===== config.mk =====
export PLATFORM = sky130hd
export DESIGN_NAME = json_string_unescape_utf8_core
export DESIGN_NICKNAME = d
export VERILOG_FILES = /design/src/sv/jsu_pkg.sv /design/src/sv/jsu_front.sv /design/src/sv/jsu_queue.sv /design/src/sv/jsu_back.sv /design/src/sv/json_string_unescape_utf8_core.sv
export SDC_FILE = /design/constraint.sdc
export NUM_CORES = 1
export LEC_CHECK = 0
export BUFFER_PORTS_ARGS = -buffer_cell sky130_fd_sc_hd__buf_2
export CAP_MARGIN = 15
export CORE_ASPECT_RATIO = 0.8
export CORE_UTILIZATION = 55
export CTS_CLUSTER_DIAMETER = 50
export DETAILED_ROUTE_END_ITERATION = 7
export PLACE_DENSITY = 0.69
export SYNTH_ARGS = -nofsm -noshare
export SYNTH_HDL_FRONTEND = slang
export SYNTH_HIERARCHICAL = 1
export SYNTH_SLANG_ARGS = --single-unit

===== constraint.sdc =====
create_clock -name clock -period 8.9 [get_ports clock]
set_input_delay 0 -clock clock [delete_from_list [all_inputs] [get_ports clock]]
set_output_delay 0 -clock clock [all_outputs]
set_load 0.05 [all_outputs]

===== src/sv/jsu_pkg.sv =====
// jsu_pkg: types and constants shared by the json string unescaper modules
// holds the queue entry type, result kinds, error codes and input command flags
// no dependencies
package jsu_pkg;

   // result kinds as seen on rsp_tuser
   localparam logic [1:0] KIND_BYTE  = 2'd0;
   localparam logic [1:0] KIND_CLOSE = 2'd1;
   localparam logic [1:0] KIND_ERROR = 2'd2;

   // error codes
   localparam logic [3:0] ERR_END_BEFORE_STR = 4'd0;
   localparam logic [3:0] ERR_EXPECT_QUOTE   = 4'd1;
   localparam logic [3:0] ERR_UNTERM_ESC     = 4'd2;
   localparam logic [3:0] ERR_UNTERM_STR     = 4'd3;
   localparam logic [3:0] ERR_TRUNC_HEX      = 4'd4;
   localparam logic [3:0] ERR_BAD_HEX        = 4'd5;
   localparam logic [3:0] ERR_LONE_HIGH      = 4'd6;
   localparam logic [3:0] ERR_BAD_PAIR       = 4'd7;
   localparam logic [3:0] ERR_LONE_LOW       = 4'd8;

   // input command flag on req_tuser
   localparam logic CMD_DATA = 1'b0;
   localparam logic CMD_END  = 1'b1;

   // one queued job: a raw result or a code point to expand into utf-8
   typedef struct packed {
      logic        is_code;
      logic [1:0]  kind;
      logic [20:0] code;
      logic [3:0]  err;
   } job_type;

endpackage


===== src/sv/jsu_front.sv =====
// jsu_front: accepts input beats and runs the string/escape/hex parser
// emits one queue job per beat that causes results
// depends on jsu_pkg
module jsu_front
   import jsu_pkg::*;
(
   input  logic        clock,
   input  logic        reset,
   input  logic        req_tvalid,
   output logic        req_tready,
   input  logic        cmd,
   input  logic [7:0]  text_byte,
   input  logic        queue_full,
   output logic        job_valid,
   output job_type     job
);

   typedef enum logic [6:0] {
      ST_IDLE    = 7'b0000001,
      ST_STR     = 7'b0000010,
      ST_ESC     = 7'b0000100,
      ST_HEX1    = 7'b0001000,
      ST_WANT_BS = 7'b0010000,
      ST_WANT_U  = 7'b0100000,
      ST_HEX2    = 7'b1000000
   } mode_type;

   localparam logic [7:0] CH_SPACE = 8'h20;
   localparam logic [7:0] CH_TAB   = 8'h09;
   localparam logic [7:0] CH_CR    = 8'h0D;
   localparam logic [7:0] CH_LF    = 8'h0A;
   localparam logic [7:0] CH_QUOTE = 8'h22;
   localparam logic [7:0] CH_BSL   = 8'h5C;
   localparam logic [7:0] CH_N     = 8'h6E;
   localparam logic [7:0] CH_T     = 8'h74;
   localparam logic [7:0] CH_R     = 8'h72;
   localparam logic [7:0] CH_B     = 8'h62;
   localparam logic [7:0] CH_F     = 8'h66;
   localparam logic [7:0] CH_U     = 8'h75;
   localparam logic [7:0] CH_BS    = 8'h08;
   localparam logic [7:0] CH_FF    = 8'h0C;
   localparam logic [5:0] SURR_HIGH = 6'b110110;
   localparam logic [5:0] SURR_LOW  = 6'b110111;
   localparam logic [20:0] SUPP_BASE = 21'h10000;

   mode_type     mode_ff, mode_in;
   logic [1:0]   hex_count_ff, hex_count_in;
   logic [15:0]  code_accum_ff, code_accum_in;
   logic [9:0]   high_half_ff, high_half_in;

   logic         accept;
   logic         go_idle;
   logic         hex_ok;
   logic [3:0]   hex_val;
   logic [15:0]  acc_next;
   logic [20:0]  pair_code;

   function automatic job_type make_err(input logic [3:0] code);
      job_type j;
      j = '0;
      j.kind = KIND_ERROR;
      j.err  = code;
      return j;
   endfunction

   function automatic job_type make_byte(input logic [7:0] b);
      job_type j;
      j = '0;
      j.kind = KIND_BYTE;
      j.code = {13'd0, b};
      return j;
   endfunction

   assign req_tready = !queue_full;
   assign accept     = req_tvalid && req_tready;

   // hex digit decode, either case
   always_comb begin
      hex_ok  = 1'b1;
      hex_val = 4'd0;
      if (text_byte inside {[8'h30:8'h39]}) begin
         hex_val = text_byte[3:0];
      end else if (text_byte inside {[8'h41:8'h46], [8'h61:8'h66]}) begin
         hex_val = 4'(text_byte[2:0] + 3'd1) + 4'd8;
      end else begin
         hex_ok = 1'b0;
      end
   end

   assign acc_next  = {code_accum_ff[11:0], hex_val};
   // 0x10000 + (high << 10) + low ten bits
   assign pair_code = SUPP_BASE + {1'b0, high_half_ff, acc_next[9:0]};

   // parser next state and job
   always_comb begin
      mode_in       = mode_ff;
      hex_count_in  = hex_count_ff;
      code_accum_in = code_accum_ff;
      high_half_in  = high_half_ff;
      job_valid     = 1'b0;
      job           = '0;
      go_idle       = 1'b0;
      if (accept) begin
         if (cmd == CMD_END) begin
            job_valid = 1'b1;
            go_idle   = 1'b1;
            case (mode_ff)
               ST_IDLE:            job = make_err(ERR_END_BEFORE_STR);
               ST_STR:             job = make_err(ERR_UNTERM_STR);
               ST_ESC:             job = make_err(ERR_UNTERM_ESC);
               ST_HEX1, ST_HEX2:   job = make_err(ERR_TRUNC_HEX);
               default:            job = make_err(ERR_LONE_HIGH);
            endcase
         end else begin
            case (mode_ff)
               ST_IDLE: begin
                  if (text_byte inside {CH_SPACE, CH_TAB, CH_CR, CH_LF}) begin
                     mode_in = ST_IDLE;
                  end else if (text_byte == CH_QUOTE) begin
                     mode_in = ST_STR;
                  end else begin
                     job_valid = 1'b1;
                     job       = make_err(ERR_EXPECT_QUOTE);
                     go_idle   = 1'b1;
                  end
               end
               ST_STR: begin
                  job_valid = 1'b1;
                  if (text_byte == CH_QUOTE) begin
                     job      = '0;
                     job.kind = KIND_CLOSE;
                     go_idle  = 1'b1;
                  end else if (text_byte == CH_BSL) begin
                     job_valid = 1'b0;
                     mode_in   = ST_ESC;
                  end else begin
                     job = make_byte(text_byte);
                  end
               end
               ST_ESC: begin
                  mode_in   = ST_STR;
                  job_valid = 1'b1;
                  case (text_byte)
                     CH_N:    job = make_byte(CH_LF);
                     CH_T:    job = make_byte(CH_TAB);
                     CH_R:    job = make_byte(CH_CR);
                     CH_B:    job = make_byte(CH_BS);
                     CH_F:    job = make_byte(CH_FF);
                     CH_U: begin
                        job_valid     = 1'b0;
                        mode_in       = ST_HEX1;
                        hex_count_in  = 2'd0;
                        code_accum_in = 16'd0;
                     end
                     default: job = make_byte(text_byte);
                  endcase
               end
               ST_HEX1, ST_HEX2: begin
                  if (!hex_ok) begin
                     job_valid = 1'b1;
                     job       = make_err(ERR_BAD_HEX);
                     go_idle   = 1'b1;
                  end else if (hex_count_ff != 2'd3) begin
                     code_accum_in = acc_next;
                     hex_count_in  = hex_count_ff + 2'd1;
                  end else begin
                     hex_count_in  = 2'd0;
                     code_accum_in = 16'd0;
                     if (mode_ff == ST_HEX1) begin
                        if (acc_next[15:10] == SURR_HIGH) begin
                           high_half_in = acc_next[9:0];
                           mode_in      = ST_WANT_BS;
                        end else if (acc_next[15:10] == SURR_LOW) begin
                           job_valid = 1'b1;
                           job       = make_err(ERR_LONE_LOW);
                           go_idle   = 1'b1;
                        end else begin
                           job_valid   = 1'b1;
                           job         = '0;
                           job.is_code = 1'b1;
                           job.kind    = KIND_BYTE;
                           job.code    = {5'd0, acc_next};
                           mode_in     = ST_STR;
                        end
                     end else begin
                        job_valid = 1'b1;
                        if (acc_next[15:10] != SURR_LOW) begin
                           job     = make_err(ERR_BAD_PAIR);
                           go_idle = 1'b1;
                        end else begin
                           job          = '0;
                           job.is_code  = 1'b1;
                           job.kind     = KIND_BYTE;
                           job.code     = pair_code;
                           high_half_in = 10'd0;
                           mode_in      = ST_STR;
                        end
                     end
                  end
               end
               ST_WANT_BS: begin
                  if (text_byte == CH_BSL) begin
                     mode_in = ST_WANT_U;
                  end else begin
                     job_valid = 1'b1;
                     job       = make_err(ERR_LONE_HIGH);
                     go_idle   = 1'b1;
                  end
               end
               ST_WANT_U: begin
                  if (text_byte == CH_U) begin
                     mode_in       = ST_HEX2;
                     hex_count_in  = 2'd0;
                     code_accum_in = 16'd0;
                  end else begin
                     job_valid = 1'b1;
                     job       = make_err(ERR_LONE_HIGH);
                     go_idle   = 1'b1;
                  end
               end
               default: begin
                  go_idle = 1'b1;
               end
            endcase
         end
         if (go_idle) begin
            mode_in       = ST_IDLE;
            hex_count_in  = 2'd0;
            code_accum_in = 16'd0;
            high_half_in  = 10'd0;
         end
      end
   end

   // parser state
   always_ff @(posedge clock) begin
      if (reset) begin
         mode_ff       <= ST_IDLE;
         hex_count_ff  <= 2'd0;
         code_accum_ff <= 16'd0;
         high_half_ff  <= 10'd0;
      end else begin
         mode_ff       <= mode_in;
         hex_count_ff  <= hex_count_in;
         code_accum_ff <= code_accum_in;
         high_half_ff  <= high_half_in;
      end
   end

endmodule


===== src/sv/jsu_queue.sv =====
// jsu_queue: small job queue between parser front and utf-8 back end
// register array with read and write pointers and an occupancy count
// depends on jsu_pkg
module jsu_queue
   import jsu_pkg::*;
#(
   parameter int DEPTH = 4
) (
   input  logic    clock,
   input  logic    reset,
   input  logic    wr_valid,
   input  job_type wr_data,
   output logic    full,
   output logic    rd_valid,
   output job_type rd_data,
   input  logic    rd_pop
);

   localparam int PTR_W = $clog2(DEPTH);
   localparam int CNT_W = $clog2(DEPTH + 1);
   localparam logic [PTR_W-1:0] LAST_PTR = PTR_W'(DEPTH - 1);
   localparam logic [CNT_W-1:0] FULL_CNT = CNT_W'(DEPTH);

   job_type          slot_ff [DEPTH];
   logic [PTR_W-1:0] wr_ptr_ff, wr_ptr_in;
   logic [PTR_W-1:0] rd_ptr_ff, rd_ptr_in;
   logic [CNT_W-1:0] count_ff, count_in;
   logic             do_wr, do_rd;

   assign full     = (count_ff == FULL_CNT);
   assign rd_valid = (count_ff != '0);
   assign rd_data  = slot_ff[rd_ptr_ff];
   assign do_wr    = wr_valid && !full;
   assign do_rd    = rd_pop && rd_valid;

   // pointer and count update
   always_comb begin
      wr_ptr_in = wr_ptr_ff;
      rd_ptr_in = rd_ptr_ff;
      count_in  = count_ff;
      if (do_wr) begin
         wr_ptr_in = (wr_ptr_ff == LAST_PTR) ? '0 : wr_ptr_ff + 1'b1;
      end
      if (do_rd) begin
         rd_ptr_in = (rd_ptr_ff == LAST_PTR) ? '0 : rd_ptr_ff + 1'b1;
      end
      if (do_wr && !do_rd) begin
         count_in = count_ff + 1'b1;
      end else if (do_rd && !do_wr) begin
         count_in = count_ff - 1'b1;
      end
   end

   always_ff @(posedge clock) begin
      if (reset) begin
         wr_ptr_ff <= '0;
         rd_ptr_ff <= '0;
         count_ff  <= '0;
      end else begin
         wr_ptr_ff <= wr_ptr_in;
         rd_ptr_ff <= rd_ptr_in;
         count_ff  <= count_in;
      end
   end

   // entry storage
   always_ff @(posedge clock) begin
      if (do_wr) begin
         slot_ff[wr_ptr_ff] <= wr_data;
      end
   end

endmodule


===== src/sv/jsu_back.sv =====
// jsu_back: expands queued jobs into result beats, one beat per cycle while rsp_ is not stalled
// utf-8 encoding of code points and the registered result stage
// depends on jsu_pkg
module jsu_back
   import jsu_pkg::*;
(
   input  logic        clock,
   input  logic        reset,
   input  logic        job_valid,
   input  job_type     job,
   output logic        job_pop,
   output logic        rsp_tvalid,
   input  logic        rsp_tready,
   output logic [15:0] rsp_tdata,
   output logic [1:0]  rsp_tuser,
   output logic        rsp_tlast
);

   logic [1:0]  idx_ff, idx_in;
   logic        valid_ff, valid_in;
   logic [7:0]  byte_ff, byte_in;
   logic [3:0]  err_ff, err_in;
   logic [1:0]  kind_ff, kind_in;
   logic        last_ff, last_in;

   logic        out_free;
   logic [1:0]  beats_m1;
   logic [7:0]  enc_byte;
   logic        is_last;
   logic [20:0] c;

   assign out_free = !valid_ff || rsp_tready;
   assign c        = job.code;

   // utf-8 length and byte at the current index
   always_comb begin
      beats_m1 = 2'd0;
      enc_byte = 8'd0;
      if (!job.is_code) begin
         beats_m1 = 2'd0;
         enc_byte = (job.kind == KIND_BYTE) ? c[7:0] : 8'd0;
      end else if (c < 21'h80) begin
         beats_m1 = 2'd0;
         enc_byte = c[7:0];
      end else if (c < 21'h800) begin
         beats_m1 = 2'd1;
         case (idx_ff)
            2'd0:    enc_byte = {3'b110, c[10:6]};
            default: enc_byte = {2'b10, c[5:0]};
         endcase
      end else if (c < 21'h10000) begin
         beats_m1 = 2'd2;
         case (idx_ff)
            2'd0:    enc_byte = {4'b1110, c[15:12]};
            2'd1:    enc_byte = {2'b10, c[11:6]};
            default: enc_byte = {2'b10, c[5:0]};
         endcase
      end else begin
         beats_m1 = 2'd3;
         case (idx_ff)
            2'd0:    enc_byte = {5'b11110, c[20:18]};
            2'd1:    enc_byte = {2'b10, c[17:12]};
            2'd2:    enc_byte = {2'b10, c[11:6]};
            default: enc_byte = {2'b10, c[5:0]};
         endcase
      end
   end

   assign is_last = (idx_ff == beats_m1);
   assign job_pop = job_valid && out_free && is_last;

   // output stage and beat index
   always_comb begin
      idx_in   = idx_ff;
      valid_in = valid_ff;
      byte_in  = byte_ff;
      err_in   = err_ff;
      kind_in  = kind_ff;
      last_in  = last_ff;
      if (out_free) begin
         valid_in = job_valid;
         if (job_valid) begin
            byte_in = enc_byte;
            err_in  = job.err;
            kind_in = job.kind;
            last_in = is_last;
            idx_in  = is_last ? 2'd0 : idx_ff + 2'd1;
         end
      end
   end

   always_ff @(posedge clock) begin
      if (reset) begin
         valid_ff <= 1'b0;
         idx_ff   <= 2'd0;
      end else begin
         valid_ff <= valid_in;
         idx_ff   <= idx_in;
      end
   end

   always_ff @(posedge clock) begin
      byte_ff <= byte_in;
      err_ff  <= err_in;
      kind_ff <= kind_in;
      last_ff <= last_in;
   end

   assign rsp_tvalid = valid_ff;
   assign rsp_tdata  = {4'd0, err_ff, byte_ff};
   assign rsp_tuser  = kind_ff;
   assign rsp_tlast  = last_ff;

endmodule


===== src/sv/json_string_unescape_utf8_core.sv =====
// json_string_unescape_utf8_core: streaming json string unescaper, top level
// parser front, job queue and utf-8 back end
// depends on jsu_pkg, jsu_front, jsu_queue, jsu_back
//
//   channel  dir  tdata                                tuser         tlast
//   req_     in   [7:0] text_byte                      command       -
//   rsp_     out  [7:0] out_byte, [11:8] error_code    out_kind      last_of_run
//
// one input beat is taken per cycle while the job queue has room
// the back end sends one result beat per cycle while rsp_ is not stalled;
// a \u code point takes 1 to 4 beats, and jobs pass queue and output register
// reset is synchronous and clears parser state, queue and output valid
// a stalled rsp_ side fills the queue, after which req_tready drops
module json_string_unescape_utf8_core
   import jsu_pkg::*;
#(
   parameter int QUEUE_DEPTH = 4
) (
   input  logic        clock,
   input  logic        reset,
   input  logic        req_tvalid,
   output logic        req_tready,
   input  logic [7:0]  req_tdata,   // [7:0] text_byte
   input  logic        req_tuser,   // [0] command
   output logic        rsp_tvalid,
   input  logic        rsp_tready,
   output logic [15:0] rsp_tdata,   // [7:0] out_byte, [11:8] error_code, rest zero
   output logic [1:0]  rsp_tuser,   // [1:0] out_kind
   output logic        rsp_tlast
);

   logic    front_job_valid;
   job_type front_job;
   logic    queue_full;
   logic    head_valid;
   job_type head_job;
   logic    head_pop;

   jsu_front u_front (
      .clock      (clock),
      .reset      (reset),
      .req_tvalid (req_tvalid),
      .req_tready (req_tready),
      .cmd        (req_tuser),
      .text_byte  (req_tdata),
      .queue_full (queue_full),
      .job_valid  (front_job_valid),
      .job        (front_job)
   );

   jsu_queue #(
      .DEPTH (QUEUE_DEPTH)
   ) u_queue (
      .clock    (clock),
      .reset    (reset),
      .wr_valid (front_job_valid),
      .wr_data  (front_job),
      .full     (queue_full),
      .rd_valid (head_valid),
      .rd_data  (head_job),
      .rd_pop   (head_pop)
   );

   jsu_back u_back (
      .clock      (clock),
      .reset      (reset),
      .job_valid  (head_valid),
      .job        (head_job),
      .job_pop    (head_pop),
      .rsp_tvalid (rsp_tvalid),
      .rsp_tready (rsp_tready),
      .rsp_tdata  (rsp_tdata),
      .rsp_tuser  (rsp_tuser),
      .rsp_tlast  (rsp_tlast)
   );

endmodule


==> metrics.yaml, run 1 <==
cp-end-kind: "flop"
grt.overflow.total: 0
syn_avg_cell_area_um2: 12.5
grt_max_degree: 41
die_w_um: 141
hold_viol_final: 0
wl_per_cell_um: 21.0
setup_tns_ns: 0
synth-compound-area-share_pct: 12.3
post-route-drc-count: 0
ant_nets: 0
clkLatencyLatePin_ns: 0.42
synthTopCellsByArea: "edfxtp_1 45%, dfxtp_1 10%, mux4_2 7.4%"
grt_usage_pct: 25.3
vias: 5911
cpPeakStageDelay_ns: 0.97
grt_setup_unrepaired: "false"
cp_num_cells: 12
swShare_pct: 36.5
p_leak_nw: 3.19
cts_root_buf: "clkbuf_16"
synth.cell_area_um2: 8500
r2r_slack_ns: 4.32
seq_area_um2: 4680
r2r_end: "u_queue/count_ff[2]"
peakVddDrop_mv: 0.140
cp_slowest_cell: "dfxtp_2"
worstPathMaxFanout: 28
p_seq_share_pct: 41.4
whs_path_depth: 2
clkTransAtPathRegs_ns: 0.07
yosysTopAreaCell: "edfxtp_1"
grt_pass1_wl_um: 30100
grt_pass1_vias: 5386
clockPowerShare_pct: 26.5
ys_seq_elements: 170
postCtsSetupRepairBufs: 0
crit_family: "compound AO/OA/AOI/OAI gates"
arrival_ns: 4.92
io-pin-count: 34
die_area_um2: 16000
cts_tree: "built"
min_path_type: "input pin to flop"
drv_cap: 0
die_y_um: 113
synth_edf_count: 127
path_buf_inv: 1
period_share_pct: 51.4
p_sw_uw: 950
final_nets: 726
synth_fa_ha_area_share_pct: 2.74
synth_top_family_by_area: "simple AND/OR/NAND/NOR gates"
cellPowerDensity_nw_per_um2: 280
yosys-top-cells-count: "127 x edfxtp_1, 43 x dfxtp_1, 41 x nor2_1"
fillers: 1172
whs_ns: 0.0873
drt_pre_antenna_iters: 7
yosysWarnings: 6
timing.final.crit_period_ns: 4.58
synth-simple-area-share_pct: 16.9
clock_skew_ns: 0.00993
diodes: 0
synth_xor_area_share_pct: 1.03
multi_input_area_um2: 3500
p_int_mw: 1.65
critical_path_class: "flop to flop"
status: "finished clean"
drt_wl_total_um: 19300
finalMaxSlewViolations: 0
crit_top_cell: "a21oi_1"
yosysTopAreaCellShare_pct: 44.9
power.share.combinational_pct: 32.0
cts_buffers: 17
cts.sinks: 170
setup_viol_count_final: 0
io_buffers: 29
synthArstFlopShare_pct: 0
worstPathCellList: "mux4_2, nor2_1, a2111oi_1, a311oi_1, a21oi_1, o31ai_2, ha_1, inv_1, fa_1, xor2_1, or3_1, a21oi_1"
hold_end: "u_queue/slot_ff[3][25]"
holdCritStartpoint: "req_tuser"
fmax_mhz: 219
finalWeightedCongestion: 0.908
areaGrowthSynthToFinish_pct: 9.38
worst_pin_slew_ns: 0.978
drive_gt1_share_pct: 17.9
syn_inst: 679
slew_headroom_pct: 34.2
core_area_um2: 15100
ctsResizeCount: 0
muxShareOfSynthArea_pct: 8.04
yosysUniqueCellTypes: 82
ff2ff_path_depth: 12
yosysSeqAreaShare_pct: 55.0
cts-htree-levels: 4
cp.required_ns: 9.24
startpoint_type: "flop"
antenna_found_initial: 0
dp_hpwl_um: 13600
cts_buffer_depth: 2
vias_per_cell: 6.44
rows: 40
synthFlopType: "edfxtp_1"
start_util_pct: 56.4
drtIter0Drc: 611
yosys.cell_count.top_type: "edfxtp_1"
[logic make-up (layout without fill, tap and decap cells)]
| family | count (synthesis) | count (layout) |
|---|---|---|
| simple gates | 240 | 240 |
| flops | 170 | 170 |
| compound gates | 143 | 143 |
| buf+inv | 64 | 90 |
| mux | 33 | 33 |
| fa+ha+maj | 18 | 18 |
| xor+xnor | 10 | 10 |
| other cells | 1 | 4 |
[stage by stage]
stage | util (%) | instance area (um2) | setup WS, ns | power [mW] | instances
6_report | 61.7 | 9290 | 4.32 | 2.60 | 918
5_1_grt | 61.7 | 9290 | 4.01 | 2.72 | 918
4_1_cts | 61.7 | 9290 | 4.34 | 2.61 | 918
3_5_place_dp | 57.9 | 8720 | 4.36 | 1.92 | 885
3_3_place_gp | 57.9 | 8720 | 4.57 | 1.91 | 885
2_1_floorplan | - | 8510 | 5.30 | 1.73 | 682
[cell usage in the layout, fill, tap and decap left out, types with 5 or more instances in the layout]
cell | Yosys | layout
a22o_1 | 10 | 10
a22oi_1 | 9 | 9
clkinvlp_4 | 0 | 5
o21ai_0 | 19 | 19
or3_1 | 13 | 13
nand2_1 | 38 | 38
nor3b_1 | 6 | 6
buf_2 | 9 | 29
a21oi_1 | 34 | 34
nand3_1 | 24 | 24
mux4_2 | 28 | 28
xnor2_1 | 5 | 5
a31oi_1 | 5 | 5
a32o_1 | 5 | 5
nor2_1 | 41 | 41
xor2_1 | 5 | 5
inv_1 | 22 | 22
nand3b_1 | 6 | 6
nor3_1 | 11 | 11
clkbuf_16 | 0 | 17
edfxtp_1 | 127 | 127
nor4_1 | 6 | 6
and2_1 | 10 | 10
nand2b_1 | 14 | 14
nor2b_1 | 7 | 7
ha_1 | 17 | 17
a21o_1 | 5 | 5
and3_1 | 13 | 12
dfxtp_1 | 43 | 42
nand4_1 | 11 | 11
[state kept, by name, summed over array words and instances, names as in the netlist, named ones only]
register,count
u_back/idx_ff,2
u_front/code_accum_ff,12
u_front/hex_count_ff,2
u_queue/count_ff,3
u_queue/slot_ff,112
u_back/byte_ff,8
u_back/rsp_tlast,1
u_front/mode_ff,7
u_queue/wr_ptr_ff,2
u_back/rsp_tuser,2
u_front/high_half_ff,10
u_queue/rd_ptr_ff,2
u_back/rsp_tvalid,1
u_back/err_ff,4
[per-layer routing]
layer	part of all wire (%)	vias to the layer above	global-route usage, %
li1	-	2684	-
met2	46	251	38.1
met1	47	2954	37.1
met3	6.0	22	4.02
met5	0	-	0
met4	1.8	0	9.49
[power groups by stage]
stage          sequential [mW]  combinational (mW)  clock, mW
2_1_floorplan             1.19               0.538          0
3_3_place_gp              1.09               0.814          0
3_5_place_dp              1.10               0.821          0
4_1_cts                   1.08               0.826      0.705
5_1_grt                   1.10               0.887      0.736
6_report                  1.08               0.834      0.691
[final cells by class]
type,count,share of cell area (%)
sequential,170,50.3
inverter,24,1.17
tap,210,2.83
clock inverter,15,1.47
multi-input combinational,448,37.7
clock buffer,17,4.58
timing repair buffer,34,1.99
[timing repair]
action / 4_1_cts / 5_1_grt
endpoints found under the setup margin: 0 / 0
hold buffers: 1 / 0
endpoints found under the hold margin: 1 / 0
[worst max path at each step]
| stage | start | endpoint | slack, ns |
|---|---|---|---|
| 6_report | flop | u_queue/count_ff[2] | 4.32 |
| 3_5_place_dp | flop | u_queue/count_ff[2] | 4.36 |
| 3_3_place_gp | flop | u_queue/count_ff[2] | 4.57 |
| 4_1_cts | flop | u_queue/count_ff[2] | 4.34 |
| 5_1_grt | flop | u_queue/count_ff[2] | 4.01 |
| 2_1_floorplan | flop | u_queue/count_ff[2] | 5.30 |
(Power assumes the default switching activity.)
==> run 2, diff against run 1 <==
--- a/config.mk
+++ b/config.mk
@@ -11,7 +11,7 @@
 export CORE_UTILIZATION = 55
 export CTS_CLUSTER_DIAMETER = 50
 export DETAILED_ROUTE_END_ITERATION = 7
-export PLACE_DENSITY = 0.69
+export PLACE_DENSITY = 0.72
 export SYNTH_ARGS = -nofsm -noshare
 export SYNTH_HDL_FRONTEND = slang
 export SYNTH_HIERARCHICAL = 1
==> constraint.sdc (replaced) <==
create_clock -name clock -period 4.2 [get_ports clock]
set_input_delay 0 -clock clock [delete_from_list [all_inputs] [get_ports clock]]
set_output_delay 0 -clock clock [all_outputs]
set_load 0.05 [all_outputs]
==> run 2 against run 1 <==
Effect of this change:
- highest routed layer unchanged
- combinational power grew 120%
- design area increased by 1.0%
- clock skew is 0.0099 ns higher
- wire length fell by 1.8%
- cell count grew 1.2%
==> metrics.yaml, run 2 (synthesis results as in run 1) <==
status: "finished clean"
p_leak_nw: 3.26
met1_length_um: 8560
io_buffers: 29
grt_pass1_wl_um: 30300
largest_reg_flops: 112
final_cell_mix: "127 x edfxtp_1, 42 x dfxtp_1, 41 x nor2_1"
dpl-instance-area_um2: 8810
multi_input_area_um2: 3500
crit_family: "compound AO/OA/AOI/OAI gates"
clkTransAtPathRegs_ns: 0.07
diodes: 0
cts_buffers: 17
dp_slack_ns: 0.411
top_register: "u_queue/slot_ff"
core_area_um2: 15100
grt_pass1_vias: 5691
arrival_ns: 4.20
io-pin-count: 34
cp_num_cells: 13
postCtsSetupRepairBufs: 0
wl_met2_um: 8760
finalMaxSlewViolations: 0
clock_skew_ns: 0.0199
peakVddDrop_mv: 0.370
startpoint_type: "flop"
cts_tree: "built"
wl_met3_um: 1360
drt_pre_antenna_iters: 6
cts.sinks: 170
ff2ff_path_depth: 13
worstPathMaxFanout: 28
period_share_pct: 91.5
worstPathCellList: "buf_12, mux4_2, nor3_1, a2111oi_0, a311oi_1, a21oi_1, o31ai_2, ha_1, inv_1, fa_1, xor2_1, or3_1, a21oi_1"
crit_top_cell: "a21oi_1"
cts-htree-levels: 4
final_nets: 738
antenna_found_initial: 0
seq_area_um2: 4680
grt_usage_pct: 25.1
holdCritStartpoint: "req_tuser"
vias: 5870
finalWeightedCongestion: 0.921
dp_hpwl_um: 13300
post-route-drc-count: 0
start_util_pct: 56.4
areaGrowthSynthToFinish_pct: 10.5
grt_setup_unrepaired: "false"
drive_gt1_share_pct: 18.8
setup_tns_ns: 0
cts_buffer_depth: 2
rows: 40
drv_cap: 0
utilization_pct: 62.3
drtIter0Drc: 822
timing.final.crit_period_ns: 3.84
die_area_um2: 16000
die_y_um: 113
cp.required_ns: 4.55
worst_pin_slew_ns: 0.999
setup_viol_count_final: 0
reg_top3: "u_queue/slot_ff x112, u_front/code_accum_ff x12, u_front/high_half_ff x10"
mostFrequentLayoutCell: "edfxtp_1"
cts_root_buf: "clkbuf_16"
p_total_mw: 5.54
cellPowerDensity_nw_per_um2: 590
stdcell_area_um2: 9390
vias_per_cell: 6.32
ant_nets: 0
cp_slowest_cell: "mux4_2"
wl_per_cell_um: 20.4
whs_path_depth: 2
die_w_um: 141
routed.top_layer: "met4"
slew_headroom_pct: 32.8
final.setup.worst_slack_ns: 0.355
cpPeakStageDelay_ns: 0.56
hold_viol_final: 0
min_path_type: "input pin to flop"
fillers: 1125
fmax_mhz: 260
grt.overflow.total: 0
drt_wl_total_um: 18900
path_buf_inv: 2
grt_max_degree: 29
clkLatencyLatePin_ns: 0.43
cp-end-kind: "flop"
critical_path_class: "flop to flop"
==> run 2: timing repair <==
| item | CTS | global route |
|---|---|---|
| hold buffers | 3 | 0 |
| resized for setup | 0 | 0 |
| hold endpoints to repair | 7 | 0 |
==> run 2: final cells by class <==
class | count | share of cell area, %
flip-flops and latches | 170 | 49.8
well taps | 210 | 2.80
clock inverters | 14 | 1.35
repair buffers | 46 | 3.12
inverters | 24 | 1.16
clock buffers | 17 | 4.53
multi-input cells | 448 | 37.3
==> run 2: through the flow <==
stage / instances / hold slack [ns]
floorplan: 682 / 0.0691
global placement: 895 / 0.290
detailed placement: 895 / 0.310
CTS: 929 / 0.0528
global route: 929 / 0.0693
finish: 929 / 0.0652
==> run 2: path summary, 6_finish.rpt <==
check	slack, ns	end
hold / removal	0.07	u_queue/slot_ff[3][25]
setup / recovery	0.36	u_queue/count_ff[2]
hold reg to reg	0.47	u_front/high_half_ff[3]
setup reg to reg	0.36	u_queue/count_ff[2]
==> run 2: per-layer routing <==
metal	global-route usage, %	vias up
li1	-	2697
met1	35.6	2878
met4	7.54	0
met3	5.92	21
met5	0	-
met2	38.7	274
==> run 2: report_power, final <==
part / switching, mW / internal (mW) / leakage (nW)
registers: 0.0938 / 2.13 / 1.58
clock network: 0.684 / 0.777 / 0.272
logic: 1.22 / 0.634 / 1.42
